==> config.mk <==
export PLATFORM = sky130hd
export DESIGN_NAME = qti_mul
export DESIGN_NICKNAME = d
export VERILOG_FILES = /design/src/rtl/qti_pkg.sv /design/src/rtl/qti_mul.sv
export SDC_FILE = /design/constraint.sdc
export NUM_CORES = 1
export LEC_CHECK = 0
export BUFFER_PORTS_ARGS = -buffer_cell sky130_fd_sc_hd__buf_2
export CORE_MARGIN = 4
export CORE_UTILIZATION = 45
export DETAILED_ROUTE_END_ITERATION = 8
export PLACE_DENSITY = 0.71
export SYNTH_ARGS = -nofsm -noshare
export SYNTH_HDL_FRONTEND = slang
export SYNTH_SLANG_ARGS = --single-unit
==> constraint.sdc <==
create_clock -name clk_i -period 4 [get_ports clk_i]
set_input_delay 0.4 -clock clk_i [delete_from_list [all_inputs] [get_ports clk_i]]
set_output_delay 0.4 -clock clk_i [all_outputs]
set_load 0.01 [all_outputs]
==> src/rtl/qti_pkg.sv <==
package qti_pkg;

  localparam int QTI_MAX_POINTS = 64;
  localparam int QTI_MIN_POINTS = 3;
  localparam int QTI_COUNT_W    = 7;
  localparam logic [QTI_COUNT_W-1:0] QTI_COUNT_RESET = 7'd3;

  // Operand and result widths of the shared multiply and divide units.
  localparam int QTI_MUL_A_W  = 64;
  localparam int QTI_MUL_B_W  = 33;
  localparam int QTI_PROD_W   = 96;
  localparam int QTI_DEN_W    = 64;
  localparam int QTI_MAG_W    = 62;
  localparam int QTI_MUL_STEPS = QTI_MUL_B_W;
  localparam int QTI_DIV_STEPS = QTI_PROD_W;

  localparam logic [QTI_MAG_W-1:0] QTI_TERM_LIMIT = 62'h2000_0000_0000_0000;

  localparam logic QTI_REQ_WRITE = 1'b0;
  localparam logic QTI_REQ_QUERY = 1'b1;

  typedef struct packed {
    logic              req_type;
    logic [5:0]        point_index;
    logic signed [31:0] point_x;
    logic signed [31:0] point_y;
    logic signed [31:0] query_x;
  } qti_in_t;

  typedef struct packed {
    logic signed [31:0] value;
    logic signed [31:0] slope;
    logic signed [31:0] curvature;
    logic              status;
  } qti_out_t;

  typedef enum logic [3:0] {
    ST_IDLE,
    ST_SRCH,
    ST_SRCH_CMP,
    ST_PT_RD,
    ST_PT_CAP,
    ST_CHECK,
    ST_M_DEN,
    ST_M_YF,
    ST_M_YFF,
    ST_D_V,
    ST_M_S,
    ST_D_S,
    ST_D_C,
    ST_FINAL,
    ST_DONE
  } qti_state_e;

  // Magnitude of a 33-bit signed difference; always fits in 32 bits.
  function automatic logic [31:0] qti_mag33(input logic signed [32:0] v);
    logic [32:0] n;
    n = v[32] ? 33'(-v) : 33'(v);
    return n[31:0];
  endfunction

  // Saturate a 64-bit sum to the signed 32-bit range.
  function automatic logic signed [31:0] qti_sat32(input logic signed [63:0] v);
    logic signed [31:0] r;
    if (v > 64'sh0000_0000_7FFF_FFFF) begin
      r = 32'sh7FFF_FFFF;
    end else if (v < -64'sh0000_0000_8000_0000) begin
      r = 32'sh8000_0000;
    end else begin
      r = v[31:0];
    end
    return r;
  endfunction

endpackage

==> src/rtl/qti_mul.sv <==
module qti_mul import qti_pkg::*; (
  input  logic                   clk_i,
  input  logic                   rst_ni,
  input  logic                   start_i,
  input  logic [QTI_MUL_A_W-1:0] a_i,
  input  logic [QTI_MUL_B_W-1:0] b_i,
  output logic [QTI_PROD_W-1:0]  prod_o,
  output logic                   done_o
);

  localparam int CntW = $clog2(QTI_MUL_STEPS + 1);

  logic                  busy_q;
  logic                  done_q;
  logic [CntW-1:0]       cnt_q;
  logic [QTI_PROD_W-1:0] acc_q;
  logic [QTI_PROD_W-1:0] a_sh_q;
  logic [QTI_MUL_B_W-1:0] b_sh_q;

  // Shift-and-add: one multiplier bit per cycle.
  always_ff @(posedge clk_i or negedge rst_ni) begin
    if (!rst_ni) begin
      busy_q <= 1'b0;
      done_q <= 1'b0;
      cnt_q  <= '0;
    end else begin
      done_q <= 1'b0;
      if (start_i) begin
        busy_q <= 1'b1;
        cnt_q  <= CntW'(QTI_MUL_STEPS);
      end else if (busy_q) begin
        cnt_q <= cnt_q - 1'b1;
        if (cnt_q == CntW'(1)) begin
          busy_q <= 1'b0;
          done_q <= 1'b1;
        end
      end
    end
  end

  always_ff @(posedge clk_i) begin
    if (start_i) begin
      acc_q  <= '0;
      a_sh_q <= QTI_PROD_W'(a_i);
      b_sh_q <= b_i;
    end else if (busy_q) begin
      if (b_sh_q[0]) begin
        acc_q <= acc_q + a_sh_q;
      end
      a_sh_q <= a_sh_q << 1;
      b_sh_q <= b_sh_q >> 1;
    end
  end

  assign prod_o = acc_q;
  assign done_o = done_q;

endmodule

==> results.md <==
* Drt first pass iters at 6
* Die width at 189.3 microns
* Layout cells sized above 1 at 0.2128
* Initial antenna violation count at 1
* Row cnt at 66
* GR met3 Demand/Resource at 0.03503
* DPL Wire Length at 30,310 microns
* Endpoints failing setup at 0
* Synth cell count leaders: nand2_1, a21oi_1, dfxtp_1
* Die area at 0.03583 sq mm
* Vias in the first global route at 12,650
* CTS H-tree lvls at 1
* Fillers at 3,002
* Final nets at 1,972
* CTS tree: done
* # port buffers at 196
* Final Wtd Congestion at 0.9360
* Syn Std Cell Area at 0.01479 sq mm
* 1st-iter DRT viols at 899
* Register bit count reported by yosys at 233
* Worst-Skew Late Latency at 0.55 ns
* Gr usage total at 0.2199
* GR Overflow Total at 0
* CTS sink count at 233
* Crit-path max cell delay at 0.54 ns
* Crit path kind: reg2reg
* VDD IR max at 0.0004795 V
* Yosys warnings at 0
* Fin crit period at 3.680 ns
* DRC errors left at 0
* Register area share after synthesis at 0.3838
* GR Util met1 at 0.3008
* RSZ-0062 raised after global routing: false
* Cell with the most instances after synthesis: nand2_1
* Cell count after placement at 2,186
* Synth Instances at 1,633
* Hold Crit Class: in2reg
* Max-slew violation count at 0
* First-pass GRT wire length at 66,060 microns
* Top-Level Pins at 197
* Post-Place Setup Slack at 0.2398 ns
* Antenna diode count at 0
* Largest net degree at the start of global routing at 145
* Max Clock Freq at 271.8 MHz
* Synth async-reset ratio at 0.03433
* Critical path required time at 4.42 ns
* CTS buffer count at 27
* Clk buf depth at 3
* Routed WL per cell at 18.30 microns
* Final clock skew at 0.01380 ns
* Final setup TNS at 0 ns
* Worst setup SP type: flip-flop
* Vias/cell at 5.698
* Smallest hold slack at 0.1423 ns
* CTS clk-pin slew, worst paths at 0.06 ns
* Final Cycle Share at 0.9199
* Synth Flop Type: dfxtp_1
* WP data arrival at 4.10 ns
* Status: complete, no violations
* Crit path cell chain: ha_1 > nand2_1 > nor2_1 > nand4_1 > or4_1 > a211oi_2 > nor3_1 > o41ai_4 > a21oi_2 > o31ai_1 > xnor2_1 > o21ai_1
* Die height at 189.3 microns
* Layout Cells excl Fill at 2,237
* Core region area at 0.03245 sq mm
* Ranking of synthesized cells by area: edfxtp_1, dfxtp_1, ha_1
* Total power at 11,990 uW
* Initial Utilization at 0.4557
* Post CTS Setup Buffer Count at 0
* Post-route ant nets at 0
* Worst Tran Pin Value at 0.9079 ns
* Max-slew headroom at 0.3947
* Met2 Usage GRT at 0.3609
* Pwr per Cell Area at 704.2 mW/mm^2
* CP max-delay cell: or4_1
* EDFF count, synth at 97
* Synth Net Count at 1,831
* Post-synth top area share at 0.1970
* Routed WL at 40,950 microns
* Post-synth top area cell: edfxtp_1
* Final Hold Viols at 0
* Crit. End Element: flip-flop
* Max-capacitance violation count at 0
* CP Max Fanout at 9
* Gr busiest metal: met2
* Area grow syn2layout at 15.10%
* Lkg Pwr at 0.007699 uW
* Routed via count at 12,750
* Worst setup margin at 0.3204 ns
* Root Driver: clkbuf_16
* Library cells used by synthesis at 81
* Syn Area/Cell at 9.056 sq um
## final timing paths
kind	start	to	slack [ns]	cells past startpoint
worst max-delay path	a_sh_q[34]	prod_o[64]	0.32	12
min in group asynchronous	rst_ni	cnt_q[0]	0.24	2
worst min-delay path	b_i[32]	b_sh_q[32]	0.14	2
worst max register to register	a_sh_q[34]	prod_o[64]	0.32	12
max in group asynchronous	rst_ni	busy_q	3.58	2
worst min register to register	prod_o[17]	prod_o[17]	0.47	2
## kinds of logic after synthesis
group,Yosys count,share of synthesized area
xor+xnor,80,0.04738
buf+inv,119,0.03189
mux,130,0.09636
flops,233,0.3838
compound gates,451,0.1965
simple gates,522,0.1607
fa+ha+maj,98,0.08342
## critical path: cells and delay by family, from the launching register on
family	cells	cell delay, ns
AO/OA/AOI/OAI	5	1.20
XOR/XNOR	1	0.17
adder cells (fa/ha/maj)	1	0.50
flip-flops	1	0.40
AND/OR/NAND/NOR	5	1.28
## report_power, final
part / switching [uW] / internal (uW)
combinational: 3520 / 2280
sequential: 467 / 3120
clock: 1020 / 1580
## state kept, by name (all words and copies together), names as in the netlist
| signal | count |
|---|---|
| b_sh_q | 33 |
| cnt_q | 6 |
| busy_q | 1 |
| prod_o | 96 |
| a_sh_q | 96 |
| done_o | 1 |
## cells in the final DEF, fill, tap and decap left out, types with 12 or more instances in the layout
cell	synthesis	final
nand2_1	235	234
buf_2	20	195
a21oi_1	183	183
dfxtp_1	128	128
nor2_1	123	122
ha_1	97	97
edfxtp_1	97	97
mux2_2	95	95
a21o_1	65	65
o21ai_0	64	64
xnor2_1	45	45
nand4_1	36	36
xor2_1	35	35
mux2i_1	34	34
clkbuf_16	0	29
nor3_1	27	27
nand3_1	24	24
o21bai_1	23	23
inv_1	23	22
a211oi_1	20	20
and3_1	12	12
## repair_timing
action | in CTS | in global routing
hold buffers | 1 | 0
setup endpoints to repair | 0 | 2
hold endpoints to repair | 8 | 0
gates resized for setup | 0 | 2
## cell type report
cell class	count	area [sq um]	share of cell area
multi-input cells	1281	8665	0.5090
clock inverters	15	158.9	0.009335
inverters	23	88.84	0.005219
clock buffers	35	788.3	0.04631
well taps	442	553.0	0.03249
flip-flops and latches	233	5677	0.3335
repair buffers	208	1092	0.06417
## through the flow
| stage | utilization | cell area, sq um |
|---|---|---|
| final | 0.5245 | 17020 |
| after detailed placement | 0.4946 | 16050 |
| after floorplan | - | 14790 |
| after global placement | 0.4946 | 16050 |
| after CTS | 0.5241 | 17010 |
| after global routing | 0.5245 | 17020 |
## per-layer routing
| layer | up-vias | routed length (microns) |
|---|---|---|
| li1 | 6272 | - |
| met1 | 6015 | 18560 |
| met2 | 378 | 18690 |
| met3 | 81 | 2361 |
| met4 | 0 | 1338 |
| met5 | - | 0 |
No activity file was read; power rests on OpenSTA's default activity.
