## src/rtl/qti_pkg.sv

```systemverilog
package qti_pkg;

  localparam int QTI_MAX_POINTS = 64;
  localparam int QTI_MIN_POINTS = 3;
  localparam int QTI_COUNT_W    = 7;
  localparam logic [QTI_COUNT_W-1:0] QTI_COUNT_RESET = 7'd3;

  // Operand and result widths of the shared multiply and divide units.
  localparam int QTI_MUL_A_W  = 64;
  localparam int QTI_MUL_B_W  = 33;
  localparam int QTI_PROD_W   = 96;
  localparam int QTI_DEN_W    = 64;
  localparam int QTI_MAG_W    = 62;
  localparam int QTI_MUL_STEPS = QTI_MUL_B_W;
  localparam int QTI_DIV_STEPS = QTI_PROD_W;

  localparam logic [QTI_MAG_W-1:0] QTI_TERM_LIMIT = 62'h2000_0000_0000_0000;

  localparam logic QTI_REQ_WRITE = 1'b0;
  localparam logic QTI_REQ_QUERY = 1'b1;

  typedef struct packed {
    logic              req_type;
    logic [5:0]        point_index;
    logic signed [31:0] point_x;
    logic signed [31:0] point_y;
    logic signed [31:0] query_x;
  } qti_in_t;

  typedef struct packed {
    logic signed [31:0] value;
    logic signed [31:0] slope;
    logic signed [31:0] curvature;
    logic              status;
  } qti_out_t;

  typedef enum logic [3:0] {
    ST_IDLE,
    ST_SRCH,
    ST_SRCH_CMP,
    ST_PT_RD,
    ST_PT_CAP,
    ST_CHECK,
    ST_M_DEN,
    ST_M_YF,
    ST_M_YFF,
    ST_D_V,
    ST_M_S,
    ST_D_S,
    ST_D_C,
    ST_FINAL,
    ST_DONE
  } qti_state_e;

  // Magnitude of a 33-bit signed difference; always fits in 32 bits.
  function automatic logic [31:0] qti_mag33(input logic signed [32:0] v);
    logic [32:0] n;
    n = v[32] ? 33'(-v) : 33'(v);
    return n[31:0];
  endfunction

  // Saturate a 64-bit sum to the signed 32-bit range.
  function automatic logic signed [31:0] qti_sat32(input logic signed [63:0] v);
    logic signed [31:0] r;
    if (v > 64'sh0000_0000_7FFF_FFFF) begin
      r = 32'sh7FFF_FFFF;
    end else if (v < -64'sh0000_0000_8000_0000) begin
      r = 32'sh8000_0000;
    end else begin
      r = v[31:0];
    end
    return r;
  endfunction

endpackage

```

## src/rtl/qti_div.sv

```systemverilog
module qti_div import qti_pkg::*; (
  input  logic                  clk_i,
  input  logic                  rst_ni,
  input  logic                  start_i,
  input  logic [QTI_PROD_W-1:0] num_i,
  input  logic [QTI_DEN_W-1:0]  den_i,
  output logic [QTI_MAG_W-1:0]  mag_o,
  output logic                  done_o
);

  localparam int CntW = $clog2(QTI_DIV_STEPS + 1);

  logic                  busy_q;
  logic                  done_q;
  logic [CntW-1:0]       cnt_q;
  logic [QTI_PROD_W-1:0] num_q;
  logic [QTI_PROD_W-1:0] quo_q;
  logic [QTI_DEN_W-1:0]  rem_q;
  logic [QTI_DEN_W-1:0]  den_q;
  logic [QTI_DEN_W:0]    rem_sh;
  logic                  ge;
  logic [QTI_DEN_W:0]    rem_dbl;
  logic                  rnd;
  logic [QTI_MAG_W:0]    rounded;

  // Restoring division, one quotient bit per cycle.
  assign rem_sh = {rem_q, num_q[QTI_PROD_W-1]};
  assign ge     = rem_sh >= {1'b0, den_q};

  always_ff @(posedge clk_i or negedge rst_ni) begin
    if (!rst_ni) begin
      busy_q <= 1'b0;
      done_q <= 1'b0;
      cnt_q  <= '0;
    end else begin
      done_q <= 1'b0;
      if (start_i) begin
        busy_q <= 1'b1;
        cnt_q  <= CntW'(QTI_DIV_STEPS);
      end else if (busy_q) begin
        cnt_q <= cnt_q - 1'b1;
        if (cnt_q == CntW'(1)) begin
          busy_q <= 1'b0;
          done_q <= 1'b1;
        end
      end
    end
  end

  always_ff @(posedge clk_i) begin
    if (start_i) begin
      num_q <= num_i;
      den_q <= den_i;
      quo_q <= '0;
      rem_q <= '0;
    end else if (busy_q) begin
      num_q <= num_q << 1;
      quo_q <= {quo_q[QTI_PROD_W-2:0], ge};
      rem_q <= ge ? QTI_DEN_W'(rem_sh - {1'b0, den_q}) : rem_sh[QTI_DEN_W-1:0];
    end
  end

  // Round half away from zero on the magnitude, then clamp to the term limit.
  assign rem_dbl = {rem_q, 1'b0};
  assign rnd     = rem_dbl >= {1'b0, den_q};
  assign rounded = {1'b0, quo_q[QTI_MAG_W-1:0]} + (QTI_MAG_W+1)'(rnd);

  always_comb begin
    if (quo_q[QTI_PROD_W-1:QTI_MAG_W] != '0) begin
      mag_o = QTI_TERM_LIMIT;
    end else if (rounded > {1'b0, QTI_TERM_LIMIT}) begin
      mag_o = QTI_TERM_LIMIT;
    end else begin
      mag_o = rounded[QTI_MAG_W-1:0];
    end
  end

  assign done_o = done_q;

endmodule

```

## config.mk

```make
export PLATFORM = sky130hd
export DESIGN_NAME = qti_div
export DESIGN_NICKNAME = d
export VERILOG_FILES = /design/src/rtl/qti_pkg.sv /design/src/rtl/qti_div.sv
export SDC_FILE = /design/constraint.sdc
export NUM_CORES = 1
export LEC_CHECK = 0
export BUFFER_PORTS_ARGS = -buffer_cell sky130_fd_sc_hd__buf_2
export CELL_PAD_IN_SITES_DETAIL_PLACEMENT = 1
export CELL_PAD_IN_SITES_GLOBAL_PLACEMENT = 2
export CORE_UTILIZATION = 33
export CTS_CLUSTER_DIAMETER = 50
export DETAILED_ROUTE_END_ITERATION = 12
export MAX_ROUTING_LAYER = met4
export PLACE_DENSITY_LB_ADDON = 0.1
export SLEW_MARGIN = 20
export SYNTH_ARGS = -nofsm -noshare
export SYNTH_HDL_FRONTEND = slang
export SYNTH_SLANG_ARGS = --single-unit
```

## constraint.sdc

```tcl
create_clock -name clk_i -period 5 [get_ports clk_i]
set_clock_uncertainty 0.1 [all_clocks]
set_input_delay 0 -clock clk_i [delete_from_list [all_inputs] [get_ports clk_i]]
set_output_delay 0 -clock clk_i [all_outputs]
set_load 0.01 [all_outputs]
```

==> summary.md <==
| Metric | Value |
|---|---|
| Status | `finished with violations` |
| Failing checks | `setup timing` |
| Placer congestion estimate | `0.887` |
| Total track usage | `22.3%` |
| Psw | `3860 µW` |
| Hpwl dp | `42.6 mm` |
| Number of synthesized flops with an enable pin | `160` |
| Endpoints failing setup | `55` |
| Clock Path Buffers | `3` |
| Peak VDD IR | `0.287 mV` |
| PD cells | `392 nW/µm²` |
| Fin cells | `3,557` |
| Top-area cell type share of the netlist area | `24.8%` |
| Period utilization | `110%` |
| Max_cap viols | `0` |
| Primary FF master, synth | `edfxtp_1` |
| Largest net degree at the start of global routing | `183` |
| Mapped Nets | `2,328` |
| DRC Markers | `0` |
| # IOs | `226` |
| Worst hold path class | `in2reg` |
| First-pass GRT wire length | `104 mm` |
| Routed len/inst | `18.5 µm` |
| Filler Cells Inserted | `6,497` |
| Compound-cell area share of the yosys netlist | `13.5%` |
| Vias | `18,000` |
| Die ar. | `59,700 µm²` |
| Synth async-reset ratio | `2.74%` |
| Synthesized area per cell | `9.26 µm²` |
| Critical Path Source Type | `flip-flop` |
| Syn. warnings | `0` |
| Site Rows | `88` |
| Clk network pwr share | `32.1%` |
| DP Cell Count | `3,161` |
| Synth cell types | `78` |
| Final Cell Area | `28,900 µm²` |
| Adder-Cell Fraction of Synth Area | `4.56%` |
| Post-synthesis instance total | `2,095` |
| Clk root buf | `clkbuf_16` |
| Unrepaired setup endpoints after global routing | `yes` |
| Worst-path clk slew | `0.06 ns` |
| Clock latency on the worst-skew pair | `0.62 ns` |
| Fmax | `183 MHz` |
| Total CTS buffers | `51` |
| Reg2reg path depth | `31` |
| Slew @ Worst Pin | `1.00 ns` |
| WL final | `65.8 mm` |
| Area leader, netlist | `edfxtp_1` |
| Grt ovf | `0` |
| Layout cell share with drive strength beyond 1 | `32.5%` |
| Initial antenna violation count | `6` |
| Final nets | `2,978` |
| Min Tclk post-route | `5.48 ns` |
| Register bit total from synthesis | `329` |
| Pins Over Slew Limit | `0` |
| WP data arrival | `5.38 ns` |
| Hold Path Depth | `2` |
| Die X-Extent | `244 µm` |
| Worst slack, placed | `-0.434 ns` |
| Combinational share of power | `37.9%` |
| Seq/Total Area, Yosys | `42.5%` |
| Sw Share | `34.1%` |
| Drt pass-1 iters | `4` |
| CP endpoint kind | `output pin` |
| Lkg Pwr | `0.0125 µW` |
| Starting Density | `33.5%` |
| Area contributors post-synth | `edfxtp_1, dfxtp_1, nor2_1, mux2i_1, mux2_2` |
| Post-synthesis mux area share | `11.6%` |
| Setup CP Type | `reg2out` |
| # clock sinks | `329` |
| Final hold vios | `0` |
| Worst hold slack | `0.0451 ns` |
| Power Internal | `7470 µW` |
| 1st-iter DRT viols | `701` |
| Mapped Area | `19,400 µm²` |
| DRT antenna net count | `0` |
| Core Footprint | `57,900 µm²` |
| Synth Area in Simple Gates | `17.2%` |
| Largest family of logic cells by synthesized area | `simple AND/OR/NAND/NOR gates` |
| Pwr Total | `11,300 µW` |
| Area after DPL | `22,600 µm²` |
| Post-synthesis xor/xnor area fraction | `5.74%` |
| Flop pwr share | `30.0%` |
| Crit-path max FO | `8` |
| Port bufs | `225` |
| CTS tree | `done` |
| Synth-to-Final Area Change | `49.0%` |
| Req. time, crit path | `4.90 ns` |
| Number of global-route vias before repair | `19,300` |
| Avg Vias per Cell | `5.07` |
| Final Worst Setup Slack | `-0.479 ns` |
| Die Ht | `244 µm` |
| H-Tree Depth | `2` |
| Slew headroom | `33.0%` |
==> worst max-delay path, stage by stage (launching register included) <==
cell	delay, ns
edfxtp_1	0.34
inv_2	0.05
ha_4	0.27
buf_4	0.11
nand4_1	0.21
nor3_2	0.24
inv_2	0.07
nor2_4	0.14
nand4_1	0.18
o21bai_4	0.26
ha_4	0.18
nand3_2	0.08
or4_4	0.56
or4_4	0.49
nor3_4	0.19
and3_1	0.19
o2111ai_2	0.14
a2111oi_4	0.40
a41oi_4	0.23
buf_12	0.23
nor2b_1	0.10
buf_2	0.14
==> state kept, by name, indices dropped and copies added (netlist names) <==
name    flops
num_q      96
quo_q      96
den_q      64
rem_q      64
cnt_q       7
busy_q      1
done_o      1
==> worst paths after layout <==
kind	slack (ns)	start	to
setup / recovery	-0.48	den_q[52]	mag_o[1]
hold / removal	0.05	den_i[56]	den_q[56]
setup reg to reg	0.11	den_q[30]	rem_q[61]
hold reg to reg	0.41	rem_q[35]	rem_q[35]
max in group asynchronous	3.97	rst_ni	busy_q
min in group asynchronous	0.39	rst_ni	cnt_q[4]
==> cells by family (layout without fill, tap and decap cells) <==
family / after synthesis / after routing
simple gates: 716 / 716
compound gates: 398 / 398
flops: 329 / 329
buf+inv: 242 / 934
mux: 213 / 213
xor+xnor: 127 / 127
fa+ha+maj: 70 / 70
other cells: 0 / 5
==> layout by cell type (no fill, tap or decap), drive strengths merged, types with 97 or more instances in the layout <==
cell type	n
nand2	137
inv	98
dfxtp	160
edfxtp	160
nor2	331
buf	521
mux2i	116
dlygate4sd3	223
mux2	97
a21oi	132
==> final cells by class <==
class / instances / area [µm²] / area share, %
antenna: 5 / 12.5 / 0.0433
sequential: 329 / 8240 / 28.5
tap: 765 / 957 / 3.31
timing repair buffer: 748 / 6210 / 21.5
clock inverter: 36 / 432 / 1.49
clock buffer: 59 / 1320 / 4.55
multi-input combinational: 1524 / 11400 / 39.4
inverter: 91 / 342 / 1.18
==> through the flow <==
stage | TNS (ns) | utilization, %
finish | -16.67 | 49.9
global route | -28.35 | 49.9
CTS | -20.97 | 48.2
detailed placement | -14.16 | 39.1
global placement | -2.90 | 39.1
floorplan | 0 | -
==> power groups by stage <==
stage | clock network, µW | registers (µW) | logic (µW)
after floorplan | 0 | 3350 | 2220
final | 3630 | 3400 | 4300
after detailed placement | 0 | 3400 | 3640
after global routing | 3850 | 3440 | 4700
after global placement | 0 | 3390 | 3600
after CTS | 3730 | 3390 | 4170
==> routing by layer <==
layer	routed length (µm)	GRT usage, %	part of all wire [%]	up-vias
met5	0	-	0	-
met4	1640	6.40	2.5	0
met3	2600	3.64	4.0	95
met2	30700	35.9	47	310
met1	30800	28.6	47	8841
li1	-	-	-	8790
==> cells in the mapped netlist, types with 6 or more instances <==
| master | n |
|---|---|
| xor2_1 | 59 |
| nand3_1 | 44 |
| and3_1 | 23 |
| a311oi_1 | 6 |
| buf_1 | 13 |
| clkbuf_1 | 115 |
| nand2b_1 | 7 |
| xnor2_1 | 68 |
| ha_1 | 69 |
| a21oi_1 | 132 |
| and2_1 | 11 |
| nor2_2 | 10 |
| nor3_1 | 37 |
| nand2_1 | 137 |
| nand4_1 | 45 |
| nor2b_1 | 20 |
| mux2_2 | 97 |
| dfxtp_1 | 160 |
| or3_1 | 7 |
| edfxtp_1 | 160 |
| inv_1 | 91 |
| buf_2 | 16 |
| nor2_1 | 321 |
| a21o_1 | 39 |
| o21bai_1 | 16 |
| mux2i_1 | 116 |
| a31oi_1 | 26 |
| o21ai_0 | 51 |
| dfrtp_1 | 9 |
| and4_1 | 7 |
| a211oi_1 | 50 |
| nor3b_1 | 6 |
| nor4_1 | 19 |
==> repair_timing <==
| item | 4_1_cts | 5_1_grt |
|---|---|---|
| setup buffers | 63 | 15 |
| endpoints found under the setup margin | 62 | 74 |
| pin swaps | 45 | 68 |
| cloned | 4 | 4 |
| hold buffers | 223 | 0 |
| endpoints found under the hold margin | 197 | 0 |
| resized for setup | 140 | 187 |
(Power assumes the default switching activity.)
